## src/hw/rtl/pbnr_pkg.sv

```systemverilog
// Shared types and constants for the palette blend and nearest-color remap block.
package pbnr_pkg;

  localparam int IdxW   = 8;
  localparam int CompW  = 8;
  localparam int ColorW = 3 * CompW;
  localparam int DistW  = 18;
  localparam int LimW   = 15;

  localparam int DefPaletteDepth  = 256;
  localparam int DefSearchEntries = 127;

  localparam logic [LimW-1:0] DistLimit     = 15'h7fff;
  localparam logic [IdxW-1:0] ZeroIndex     = 8'd0;
  localparam logic [IdxW-1:0] UnmappedIndex = 8'd255;

  // configuration register indexes
  localparam logic RegTarget = 1'b0;
  localparam logic RegWeight = 1'b1;

  // input action codes
  localparam logic ActLoad    = 1'b0;
  localparam logic ActCompute = 1'b1;

  typedef struct packed {
    logic load;      // write one palette entry
    logic start;     // latch a compute transaction
    logic rd_src;    // read source entry
    logic rd_tgt;    // read target entry
    logic cap_src;   // capture source read data
    logic blend;     // blend with target read data
    logic srch;      // issue one search read
    logic out_load;  // move result into output register
  } pbnr_cmd_t;

  typedef struct packed {
    logic special;    // incoming index is zero or unmapped
    logic srch_last;  // search counter at last entry
    logic out_free;   // output register can take a result
  } pbnr_sts_t;

endpackage

```

## src/hw/rtl/pbnr_ctrl.sv

```systemverilog
// Controller state machine sequencing load, blend, search and result hand-off.
module pbnr_ctrl (
  input  logic                clk_i,
  input  logic                rst_ni,
  input  logic                in_valid_i,
  input  logic                action_i,
  output logic                in_ready_o,
  input  pbnr_pkg::pbnr_sts_t sts_i,
  output pbnr_pkg::pbnr_cmd_t cmd_o
);

  localparam logic [2:0] SIdle   = 3'd0;
  localparam logic [2:0] SSrc    = 3'd1;
  localparam logic [2:0] STgt    = 3'd2;
  localparam logic [2:0] SBlend  = 3'd3;
  localparam logic [2:0] SSrch   = 3'd4;
  localparam logic [2:0] SDrain1 = 3'd5;
  localparam logic [2:0] SDrain2 = 3'd6;
  localparam logic [2:0] SDone   = 3'd7;

  logic [2:0] state_q, state_d;
  logic       accept;

  assign in_ready_o = (state_q == SIdle);
  assign accept     = in_valid_i && in_ready_o;

  always_comb begin
    state_d = state_q;
    cmd_o   = '0;
    case (state_q)
      SIdle: begin
        if (accept && action_i == pbnr_pkg::ActLoad) begin
          cmd_o.load = 1'b1;
        end else if (accept) begin
          cmd_o.start = 1'b1;
          state_d = sts_i.special ? SDone : SSrc;
        end
      end
      SSrc: begin
        cmd_o.rd_src = 1'b1;
        state_d = STgt;
      end
      STgt: begin
        cmd_o.rd_tgt  = 1'b1;
        cmd_o.cap_src = 1'b1;
        state_d = SBlend;
      end
      SBlend: begin
        cmd_o.blend = 1'b1;
        state_d = SSrch;
      end
      SSrch: begin
        cmd_o.srch = 1'b1;
        if (sts_i.srch_last) begin
          state_d = SDrain1;
        end
      end
      SDrain1: state_d = SDrain2;
      SDrain2: state_d = SDone;
      SDone: begin
        if (sts_i.out_free) begin
          cmd_o.out_load = 1'b1;
          state_d = SIdle;
        end
      end
      default: state_d = SIdle;
    endcase
  end

  always_ff @(posedge clk_i or negedge rst_ni) begin
    if (!rst_ni) begin
      state_q <= SIdle;
    end else begin
      state_q <= state_d;
    end
  end

endmodule

```

## config.mk

```make
export PLATFORM = sky130hd
export DESIGN_NAME = pbnr_ctrl
export DESIGN_NICKNAME = d
export VERILOG_FILES = /design/src/hw/rtl/pbnr_pkg.sv /design/src/hw/rtl/pbnr_ctrl.sv
export SDC_FILE = /design/constraint.sdc
export NUM_CORES = 1
export LEC_CHECK = 0
export BUFFER_PORTS_ARGS = -buffer_cell sky130_fd_sc_hd__buf_2
export CAP_MARGIN = 10
export CORE_AREA = 2 2 39 41
export DETAILED_ROUTE_END_ITERATION = 6
export DIE_AREA = 0 0 41 43
export PLACE_DENSITY = 0.49
export SLEW_MARGIN = 20
export SYNTH_ARGS = -nofsm -noshare
export SYNTH_HDL_FRONTEND = slang
export SYNTH_SLANG_ARGS = --single-unit
```

## constraint.sdc

```tcl
create_clock -name clk_i -period 1.6 [get_ports clk_i]
set_clock_uncertainty 0.15 [all_clocks]
set_input_delay 0.32 -clock clk_i [delete_from_list [all_inputs] [get_ports clk_i]]
set_output_delay 0.32 -clock clk_i [all_outputs]
set_load 0.05 [all_outputs]
```

### Yosys cells after proc, flatten, opt, wreduce, memory -nomap -nowiden

Cells that the tools add are included.

* memory bits (writable): 0
* register bits: 3
* memory bits (read-only): 0
* bits in latches: 0
* memories kept: 0
* bits of input ports: 7
* output and inout bits: 9
* word-level logic and storage cells: 33

* add/subtract/negate cells: 0
* muxes and demuxes: 16
* reductions and logical operators: 4
* bitwise logic cells: 1
* equal/unequal tests: 11
* multiply operators: 0
* $lt $le $gt $ge: 0
* shift-type cells: 0
* divide/modulo/power cells: 0

Operators with widths (number)
* case mux 3 bit (8 select lines): 1
* two-way mux 3 bit: 5
* equality test 3 bit (second input constant): 4
* two-way mux 1 bit: 8
* equality test 3 x 2 -> 1 bit (second input constant): 2
* != test 2 bit (second input constant): 3
* two-way mux 2 bit: 2
* AND reduction 4 bit: 1
* equality test 3 x 1 -> 1 bit (second input constant): 1
* zero test 3 bit: 1
* logical AND 1 bit: 2
* != test 2 x 1 -> 1 bit (second input constant): 1
* NOT 1 bit: 1

### Depth between registers and ports, before layout

Gate-level depths: netlist of the first run.

* word-level depth: 5
* mapped depth: 4
* mapped depth without buffers: 3

### Worst setup path before layout of the first run

No wires, ideal clock.

* path kind: register -> output
* start point: register state_q[0]
* end point: output port cmd_o[4] in the netlist's numbering
* buffers on the path: 2
* arrival: 2.088 ns
* data required time: 1.130 ns
* cell stages (with the launch flop): 4
* slack: -0.958 ns
* cells stage by stage: dfrtp_1 -> buf_6 -> nor3b_1 -> buf_4

RTL lines
* from (decl): line pbnr_ctrl.sv:21 `logic [2:0] state_q, state_d;`
* from (signal assigned): line pbnr_ctrl.sv:72 `state_q <= SIdle;`
* from (signal assigned): line pbnr_ctrl.sv:74 `state_q <= state_d;`
* to (decl): line pbnr_ctrl.sv:9 `output pbnr_pkg::pbnr_cmd_t cmd_o`

==> results of run 1 <==
## final cells by class
type | instances | area [µm²] | area share [%]
multi-input combinational | 23 | 179 | 34.0
clock buffer | 4 | 26.3 | 5.00
tap | 16 | 20.0 | 3.81
sequential | 3 | 78.8 | 15.0
timing repair buffer | 24 | 218 | 41.4
inverter | 1 | 3.75 | 0.714
## worst paths after layout
path | from | end | cells past startpoint
worst max-delay path | state_q[1] | cmd_o[7] | 3
worst min-delay path | sts_i[2] | state_q[2] | 3
worst max register to register | state_q[2] | state_q[0] | 4
worst min register to register | state_q[1] | state_q[2] | 2
max in group asynchronous | rst_ni | state_q[1] | 2
min in group asynchronous | rst_ni | state_q[2] | 2
## cells in the mapped netlist, drive strengths merged (2+ instances only)
master,number
dfrtp,3
o21a,2
nor2,3
o21ai,3
nor3,2
nand2,4
buf,4
## cell families after synthesis
family	after synthesis	share of synthesized area (%)
buf+inv	5	17.4
simple gates	15	33.8
compound gates	8	19.8
flops	3	29.0
## layer usage
metal | wire length (µm) | vias up
met3 | 66 | 0
met2 | 366 | 12
li1 | - | 152
met5 | 0 | -
met4 | 0 | 0
met1 | 292 | 126
## worst max-delay path, cell delays in order, from the launching register on
cell and delay [ps]:
dfrtp_2 430, nor3_4 210, and3b_2 220, buf_8 140
## where the power goes
part / internal, mW / switching [mW]
combinational: 0.414 / 0.496
clock: 0.0938 / 0.0443
sequential: 0.125 / 0.0787
total: 0.632 / 0.619
## through the flow
step                      instances  hold slack (ps)  util, %  power, mW  TNS, ps
after floorplan                  31             -126        -      0.754     -810
after global placement           62            -28.3     26.5      0.847        0
after detailed placement         62            -32.4     26.5      0.846        0
after CTS                        68              233     34.4       1.14     -692
after global routing             71              267     38.0       1.33     -998
final                            71              230     38.0       1.25     -599
## what timing repair did
| item | in CTS | in global routing |
|---|---|---|
| hold buffers | 1 | 0 |
| endpoints found under the hold margin | 3 | 0 |
| setup buffers | 1 | 3 |
| pin swaps | 2 | 3 |
| endpoints found under the setup margin | 9 | 9 |
| resized for setup | 22 | 7 |
==> metrics.yaml, run 1 <==
outcome: "finished, violations left"
violations: "negative setup slack"
final_area_um2: 526
fin_nets: 63
grt_first_pass_wirelength_um: 1160
power.leakage_nw: 0.242
tightest_slew_ps: 255
cts_htree_levels: 1
initial_core_util_pct: 18.7
final_cell_mix: "buf_6 (10), buf_2 (7), nand2_1 (4), buf_4 (4)"
numCtsBuffers: 3
grt_pass1_vias: 285
grt_max_degree: 9
placed_cell_area_um2: 367
ios: 16
drv_slew: 0
avgViaCountPerCell: 4.08
yosysTopAreaCell: "dfrtp_1"
clk_latency_ps: 240
syn-num-nets: 38
rsz0062_at_grt: "true"
fp.dieW_um: 41
first_pass_iters: 2
critPathMaxFanout: 4
setup_viol: 7
num_antenna_cells: 0
gr-usage-met2_pct: 13.1
place_congestion: 0.777
crit_path_start_kind: "flop"
grt_usage_pct: 10.1
antenna_found_initial: 0
syn_area_um2: 259
power_density_nw_per_um2: 2380
ys_types: 20
grt_use_met1_pct: 12.6
reg.largest.list: "state_q: 3 flops"
vias: 290
cts_tree: "done"
synth_top_area_share_pct: 29.0
largest-register: "state_q"
cp.arrival_ps: 1250
largest_reg_flops: 3
wire_per_inst_um: 10.2
ant_nets: 0
max_freq_ghz: 0.582
maxSlewHeadroom_pct: 83.1
worstSetupPathType: "reg -> out"
ctsLongestPathBuffers: 2
period_needed_ps: 1720
synthTopCellsByArea: "dfrtp_1 (29%), buf_6 (13%), nor3_4 (6.3%)"
syn_inst: 31
synth_top_flop_cell: "dfrtp_1"
area_delta_synth_final_pct: 103
clk_pin_slew_worst_paths_ps: 40
busiest_layer: "met2"
period_share_pct: 107
grt-ovfl-total: 0
layout_setup_ws_ps: -118
root_buffer: "clkbuf_4"
avgSynthCellArea_um2: 8.35
seq_area_frac_synth_pct: 29.0
drt_wl_total_um: 725
worstSetupEndpointType: "primary output"
drtIter0Drc: 5
fp.coreArea_um2: 1380
port_buffers: 15
cp.required_ps: 1130
ys_warn_count: 0
fp-row-count: 14
hold_class: "in -> reg"
synth-seq-cells: 3
dieArea_um2: 1760
r2r_setup_slack_ps: 360
vdd_drop_max_mv: 0.624
synth_edf_count: 0
drive_gt1_share_pct: 69.1
drv_cap: 0
cts.sinks: 3
synth_async_sr_flop_share_pct: 100
final_common_cell: "buf_6"
met3_usage_pct: 6.81
die_h_um: 43
drcViolationCount: 0
dp_slack_ps: 12.5
nFillCells: 149
finalHoldViolCount: 0
(Power assumes the default switching activity.)
==> run 2: changes to the inputs <==
--- a/config.mk
+++ b/config.mk
@@ -11,6 +11,7 @@
 export DETAILED_ROUTE_END_ITERATION = 6
 export DIE_AREA = 0 0 41 43
 export PLACE_DENSITY = 0.49
+export REMOVE_ABC_BUFFERS = 1
 export SLEW_MARGIN = 20
 export SYNTH_ARGS = -nofsm -noshare
 export SYNTH_HDL_FRONTEND = slang
==> metrics.yaml, run 2 (synthesized netlist as in run 1, its figures left out) <==
dp_slack_ps: 19.0  # was 12.5 ps
fin_cells: 66  # was 71
critPathMaxStageDelay_ps: 440  # was 430 ps
clk_pin_slew_worst_paths_ps: 40  # about the same
die_h_um: 43  # unchanged
drive_gt1_share_pct: 50.0  # was 69.1%
worstSetupPathType: "reg -> out"  # unchanged
outcome: "finished, violations left"  # unchanged
antenna_found_initial: 0  # unchanged
crit_slowest_cell: "dfrtp_2"  # unchanged
p_sw_mw: 0.535  # was 0.619 mW
largest-register: "state_q"  # unchanged
ctsLongestPathBuffers: 2  # unchanged
max_freq_ghz: 0.587  # was 0.582 GHz
maxSlewHeadroom_pct: 84.0  # was 83.1%
avgViaCountPerCell: 4.27  # was 4.08
reg.largest.list: "state_q: 3 flops"  # unchanged
r2r_start: "state_q[2]"  # unchanged
first_pass_iters: 4  # was 2
period_share_pct: 107  # about the same
final_cell_mix: "buf_2 (7), buf_6 (7), nand2_1 (4), clkbuf_4 (3), dfrtp_2 (3)"  # was buf_6 (10), buf_2 (7), nand2_1 (4), buf_4 (4)
finalHoldViolCount: 0  # unchanged
power_mw: 0.986  # was 1.25 mW
grt_pass1_vias: 250  # was 285
power.leakage_nw: 0.195  # was 0.242 nW
power_density_nw_per_um2: 2350  # was 2380 nW/µm²
setup_tns_ps: -286  # was -599 ps
ant_nets: 0  # unchanged
grt_first_pass_wirelength_um: 952  # was 1160 µm
timing.hold.ws_ps: 230  # about the same
crit_path_start_kind: "flop"  # unchanged
worstPathCellList: "nor3_4, and3b_1, buf_6"  # was nor3_4, and3b_2, buf_8
place_inst: 58  # was 62
vdd_drop_max_mv: 0.805  # was 0.624 mV
timing.critical_path.buf_inv: 1  # unchanged
hold_path.startpoint: "sts_i[2]"  # unchanged
sequentialPowerShare_pct: 21.4  # was 16.3%
post-dp-hpwl_um: 404
vias: 282  # was 290
cts_tree: "done"  # unchanged
numCtsBuffers: 3  # unchanged
drv_slew: 0  # unchanged
comb_power_share_pct: 65.0  # was 72.7%
p_sw_share_pct: 54.3  # was 49.5%
wire_per_inst_um: 9.47  # was 10.2 µm
dieArea_um2: 1760  # unchanged
hold_depth: 3  # unchanged
fin_nets: 58  # was 63
place_congestion: 0.684  # was 0.777
critPathMaxFanout: 6  # was 4
violations: "negative setup slack"  # unchanged
hold_class: "in -> reg"  # unchanged
grt_usage_pct: 8.65  # was 10.1%
r2r_cells: 4  # unchanged
critPathLaunch: "state_q[1]"  # unchanged
drv_cap: 0  # unchanged
rsz0062_at_grt: "true"  # unchanged
cp.required_ps: 1130  # about the same
grt-ovfl-total: 0  # unchanged
area_delta_synth_final_pct: 61.8  # was 103%
drtIter0Drc: 10  # was 5
fp.dieW_um: 41  # unchanged
num_antenna_cells: 0  # unchanged
ios: 16  # unchanged
path_delay_family: "flip-flops"  # unchanged
initial_core_util_pct: 18.7  # unchanged
clk_latency_ps: 240  # about the same
root_buffer: "clkbuf_4"  # unchanged
cts.sinks: 3  # unchanged
r2r_end: "state_q[2]"  # was state_q[0]
worstSetupEndpointType: "primary output"  # unchanged
largest_reg_flops: 3  # unchanged
fp-row-count: 14  # unchanged
period_needed_ps: 1700  # was 1720 ps
drt_wl_total_um: 625  # was 725 µm
port_buffers: 15  # unchanged
tightest_slew_ps: 238  # was 255 ps
grt_max_degree: 12  # was 9
cts_htree_levels: 1  # unchanged
whs_endpoint: "state_q[2]"  # unchanged
cp.arrival_ps: 1230  # was 1250 ps
layout_setup_ws_ps: -104  # was -118 ps
drcViolationCount: 0  # unchanged
power_frac_clock_pct: 13.6  # was 11.0%
fp.coreArea_um2: 1380  # unchanged
p_int_mw: 0.451  # was 0.632 mW
r2r_setup_slack_ps: 310  # was 360 ps
setup_viol: 5  # was 7
run 2: cell count changes in the layout (fill, tap and decap cells not counted), sizes merged:
cell / delta
buf: -6
clkbuf: +1
run 2: timing repair:
action | CTS | global route
buffers inserted | 2 | 1
hold buffers | 1 | 0
pin swaps | 0 | 0
setup endpoints to repair | 9 | 9
cloned | 0 | 0
resized for setup | 16 | 5
hold endpoints to repair | 3 | 0
run 2: worst max-delay path by stage:
stage                to  slack [ps]  depth (start not counted)
2_1_floorplan  cmd_o[3]       -1580                          1
3_3_place_gp   cmd_o[6]          20                          3
3_5_place_dp   cmd_o[6]          20                          3
4_1_cts        cmd_o[6]        -110                          3
5_1_grt        cmd_o[7]        -160                          3
6_report       cmd_o[7]        -100                          3
run 2: layout make-up:
type,instances,area (µm²)
clock buffer,4,26.3
fill,151,965
inverter,1,3.75
multi-input combinational,23,146
sequential,3,78.8
tap,16,20.0
timing repair buffer,19,144
run 2: routing by layer:
metal | wire length [µm] | GRT usage, % | up-vias | part of all wire (%)
met4 | 0 | 10.0 | 0 | 0
met1 | 310 | 11.7 | 122 | 50
met5 | 0 | 0 | - | 0
met2 | 260 | 9.06 | 17 | 42
met3 | 54 | 3.14 | 0 | 8.6
li1 | - | - | 143 | -
run 2: worst min-delay path, delay by kind of cell:
family,cells,cell delay [ps]
and+or+nand+nor,1,80
buffers and inverters,1,100
AOI/OAI and AO/OA,1,80
run 2: stage by stage:
| stage | utilization [%] | cell area (µm²) |
|---|---|---|
| final | 30.3 | 419 |
| after detailed placement | 22.6 | 313 |
| after global placement | 22.6 | 313 |
| after CTS | 29.0 | 402 |
| after global routing | 30.3 | 419 |
| after floorplan | - | 218 |
run 2: power by group through the flow:
stage | Combinational (mW) | Sequential (mW) | Clock [mW]
after floorplan | 0.397 | 0.202 | 0
after global placement | 0.489 | 0.225 | 0
after global routing | 0.683 | 0.223 | 0.140
after detailed placement | 0.488 | 0.224 | 0
after CTS | 0.592 | 0.221 | 0.139
final | 0.642 | 0.211 | 0.134
==> run 3: changes to the inputs <==
--- a/config.mk
+++ b/config.mk
@@ -10,7 +10,6 @@
 export CORE_AREA = 2 2 39 41
 export DETAILED_ROUTE_END_ITERATION = 6
 export DIE_AREA = 0 0 41 43
-export PLACE_DENSITY = 0.49
 export REMOVE_ABC_BUFFERS = 1
 export SLEW_MARGIN = 20
 export SYNTH_ARGS = -nofsm -noshare
==> metrics.yaml, run 3 (synthesized netlist as in run 1, its figures left out) <==
place_inst: 58  # unchanged
dieArea_um2: 1760  # unchanged
place_congestion: 0.745  # was 0.684
vias: 295  # was 282
timing.hold.ws_ps: 234  # was 230 ps
rsz0062_at_grt: "true"  # unchanged
dp_slack_ps: 7.62  # was 19.0 ps
r2r_end: "state_q[2]"  # unchanged
crit_slowest_cell: "dfrtp_2"  # unchanged
drv_cap: 0  # unchanged
r2r_setup_slack_ps: 280  # was 310 ps
cp.arrival_ps: 1250  # was 1230 ps
power_mw: 1.05  # was 0.986 mW
fp-row-count: 14  # unchanged
maxSlewHeadroom_pct: 84.1  # was 84.0%
grt_usage_pct: 10.8  # was 8.65%
post-dp-hpwl_um: 442  # was 404 µm
power_density_nw_per_um2: 2320  # was 2350 nW/µm²
critPathMaxStageDelay_ps: 440  # about the same
hold_depth: 3  # unchanged
ctsLongestPathBuffers: 2  # unchanged
setup_viol: 8  # was 5
placed_cell_area_um2: 313  # unchanged
initial_core_util_pct: 18.7  # unchanged
path_delay_family: "flip-flops"  # unchanged
cts_htree_levels: 1  # unchanged
utilization_pct: 32.6  # was 30.3%
period_needed_ps: 1720  # was 1700 ps
vdd_drop_max_mv: 0.676  # was 0.805 mV
worstSetupEndpointType: "primary output"  # unchanged
cts.sinks: 3  # unchanged
ios: 16  # unchanged
met3_usage_pct: 4.71  # was 3.14%
fin_nets: 60  # was 58
grt_max_degree: 12  # unchanged
final_common_cell: "buf_2"
power.leakage_nw: 0.207  # was 0.195 nW
num_antenna_cells: 0  # unchanged
crit_path_start_kind: "flop"  # unchanged
first_pass_iters: 3  # was 4
timing.critical_path.buf_inv: 1  # unchanged
fin_cells: 68  # was 66
final_cell_mix: "buf_2 (7), buf_6 (6), buf_4 (5), nand2_1 (4)"  # was buf_2 (7), buf_6 (7), nand2_1 (4), clkbuf_4 (3), dfrtp_2 (3)
die_h_um: 43  # unchanged
ant_nets: 0  # unchanged
worstPathCellList: "nor3_4, and3b_1, buf_6"  # unchanged
grt_use_met1_pct: 10.1  # was 11.7%
hold_class: "in -> reg"  # unchanged
hold_path.startpoint: "sts_i[2]"  # unchanged
reg.largest.list: "state_q: 3 flops"  # unchanged
tightest_slew_ps: 237  # was 238 ps
cp.required_ps: 1130  # about the same
root_buffer: "clkbuf_4"  # unchanged
grt-ovfl-total: 0  # unchanged
violations: "negative setup slack"  # unchanged
numCtsBuffers: 3  # unchanged
drive_gt1_share_pct: 57.7  # was 50.0%
largest_reg_flops: 3  # unchanged
grt_pass1_vias: 297  # was 250
largest-register: "state_q"  # unchanged
r2r_cells: 5  # was 4
gr-usage-met2_pct: 14.4  # was 9.06%
grt_first_pass_wirelength_um: 1130  # was 952 µm
drtIter0Drc: 1  # was 10
clk_latency_ps: 240  # about the same
drcViolationCount: 0  # unchanged
drt_wl_total_um: 681  # was 625 µm
r2r_start: "state_q[1]"  # was state_q[2]
fp.dieW_um: 41  # unchanged
port_buffers: 15  # unchanged
critPathMaxFanout: 5  # was 6
worstSetupPathType: "reg -> out"  # unchanged
cts_tree: "done"  # unchanged
clk_pin_slew_worst_paths_ps: 40  # about the same
layout_setup_ws_ps: -117  # was -104 ps
busiest_layer: "met2"  # was met1
whs_endpoint: "state_q[2]"  # unchanged
final_area_um2: 452  # was 419 µm²
drv_slew: 0  # unchanged
outcome: "finished, violations left"  # unchanged
critPathLaunch: "state_q[1]"  # unchanged
antenna_found_initial: 0  # unchanged
period_share_pct: 107  # about the same
fp.coreArea_um2: 1380  # unchanged
max_freq_ghz: 0.582  # was 0.587 GHz
avgViaCountPerCell: 4.34  # was 4.27
setup_tns_ps: -569  # was -286 ps
nFillCells: 147  # was 151
finalHoldViolCount: 0  # unchanged
wire_per_inst_um: 10.0  # was 9.47 µm
area_delta_synth_final_pct: 74.4  # was 61.8%
-- run 3: changes by cell type in the layout (fill, tap and decap cells not counted), sizes merged --
cell	change
clkbuf	-1
buf	+3
-- run 3: repair_timing --
item	CTS	global route
hold endpoints to repair	3	0
setup endpoints to repair	9	9
hold buffers	1	0
resized for setup	17	6
pin swaps	1	1
setup buffers	4	1
-- run 3: metal layers --
| metal | up-vias | part of all wire [%] |
|---|---|---|
| li1 | 150 | - |
| met1 | 129 | 40 |
| met2 | 14 | 50 |
| met3 | 2 | 6.6 |
| met4 | 0 | 2.8 |
| met5 | - | 0 |
-- run 3: final cells by class --
type | count | area [µm²] | area share, %
multi-input cells | 23 | 154 | 34.1
well taps | 16 | 20.0 | 4.43
flip-flops and latches | 3 | 78.8 | 17.5
repair buffers | 21 | 169 | 37.4
inverters | 1 | 3.75 | 0.831
clock buffers | 4 | 26.3 | 5.82
-- run 3: how the worst max path moves through the flow --
stage / end / slack [ps] / cells past startpoint
global placement: cmd_o[6] / 40 / 3
finish: cmd_o[7] / -120 / 3
detailed placement: cmd_o[7] / 8 / 3
CTS: cmd_o[7] / -120 / 3
floorplan: cmd_o[3] / -1580 / 1
global route: cmd_o[7] / -160 / 3
-- run 3: worst min-delay path, cell delays in order --
cell	delay, ps
buf_2	100
nand3_1	90
o31ai_1	70
-- run 3: report_power, final --
group	internal, mW	leakage, nW	total, mW	switching (mW)
clock	0.0937	0.0150	0.138	0.0440
combinational	0.284	0.161	0.684	0.400
sequential	0.124	0.0314	0.224	0.0997
total	0.502	0.207	1.05	0.544
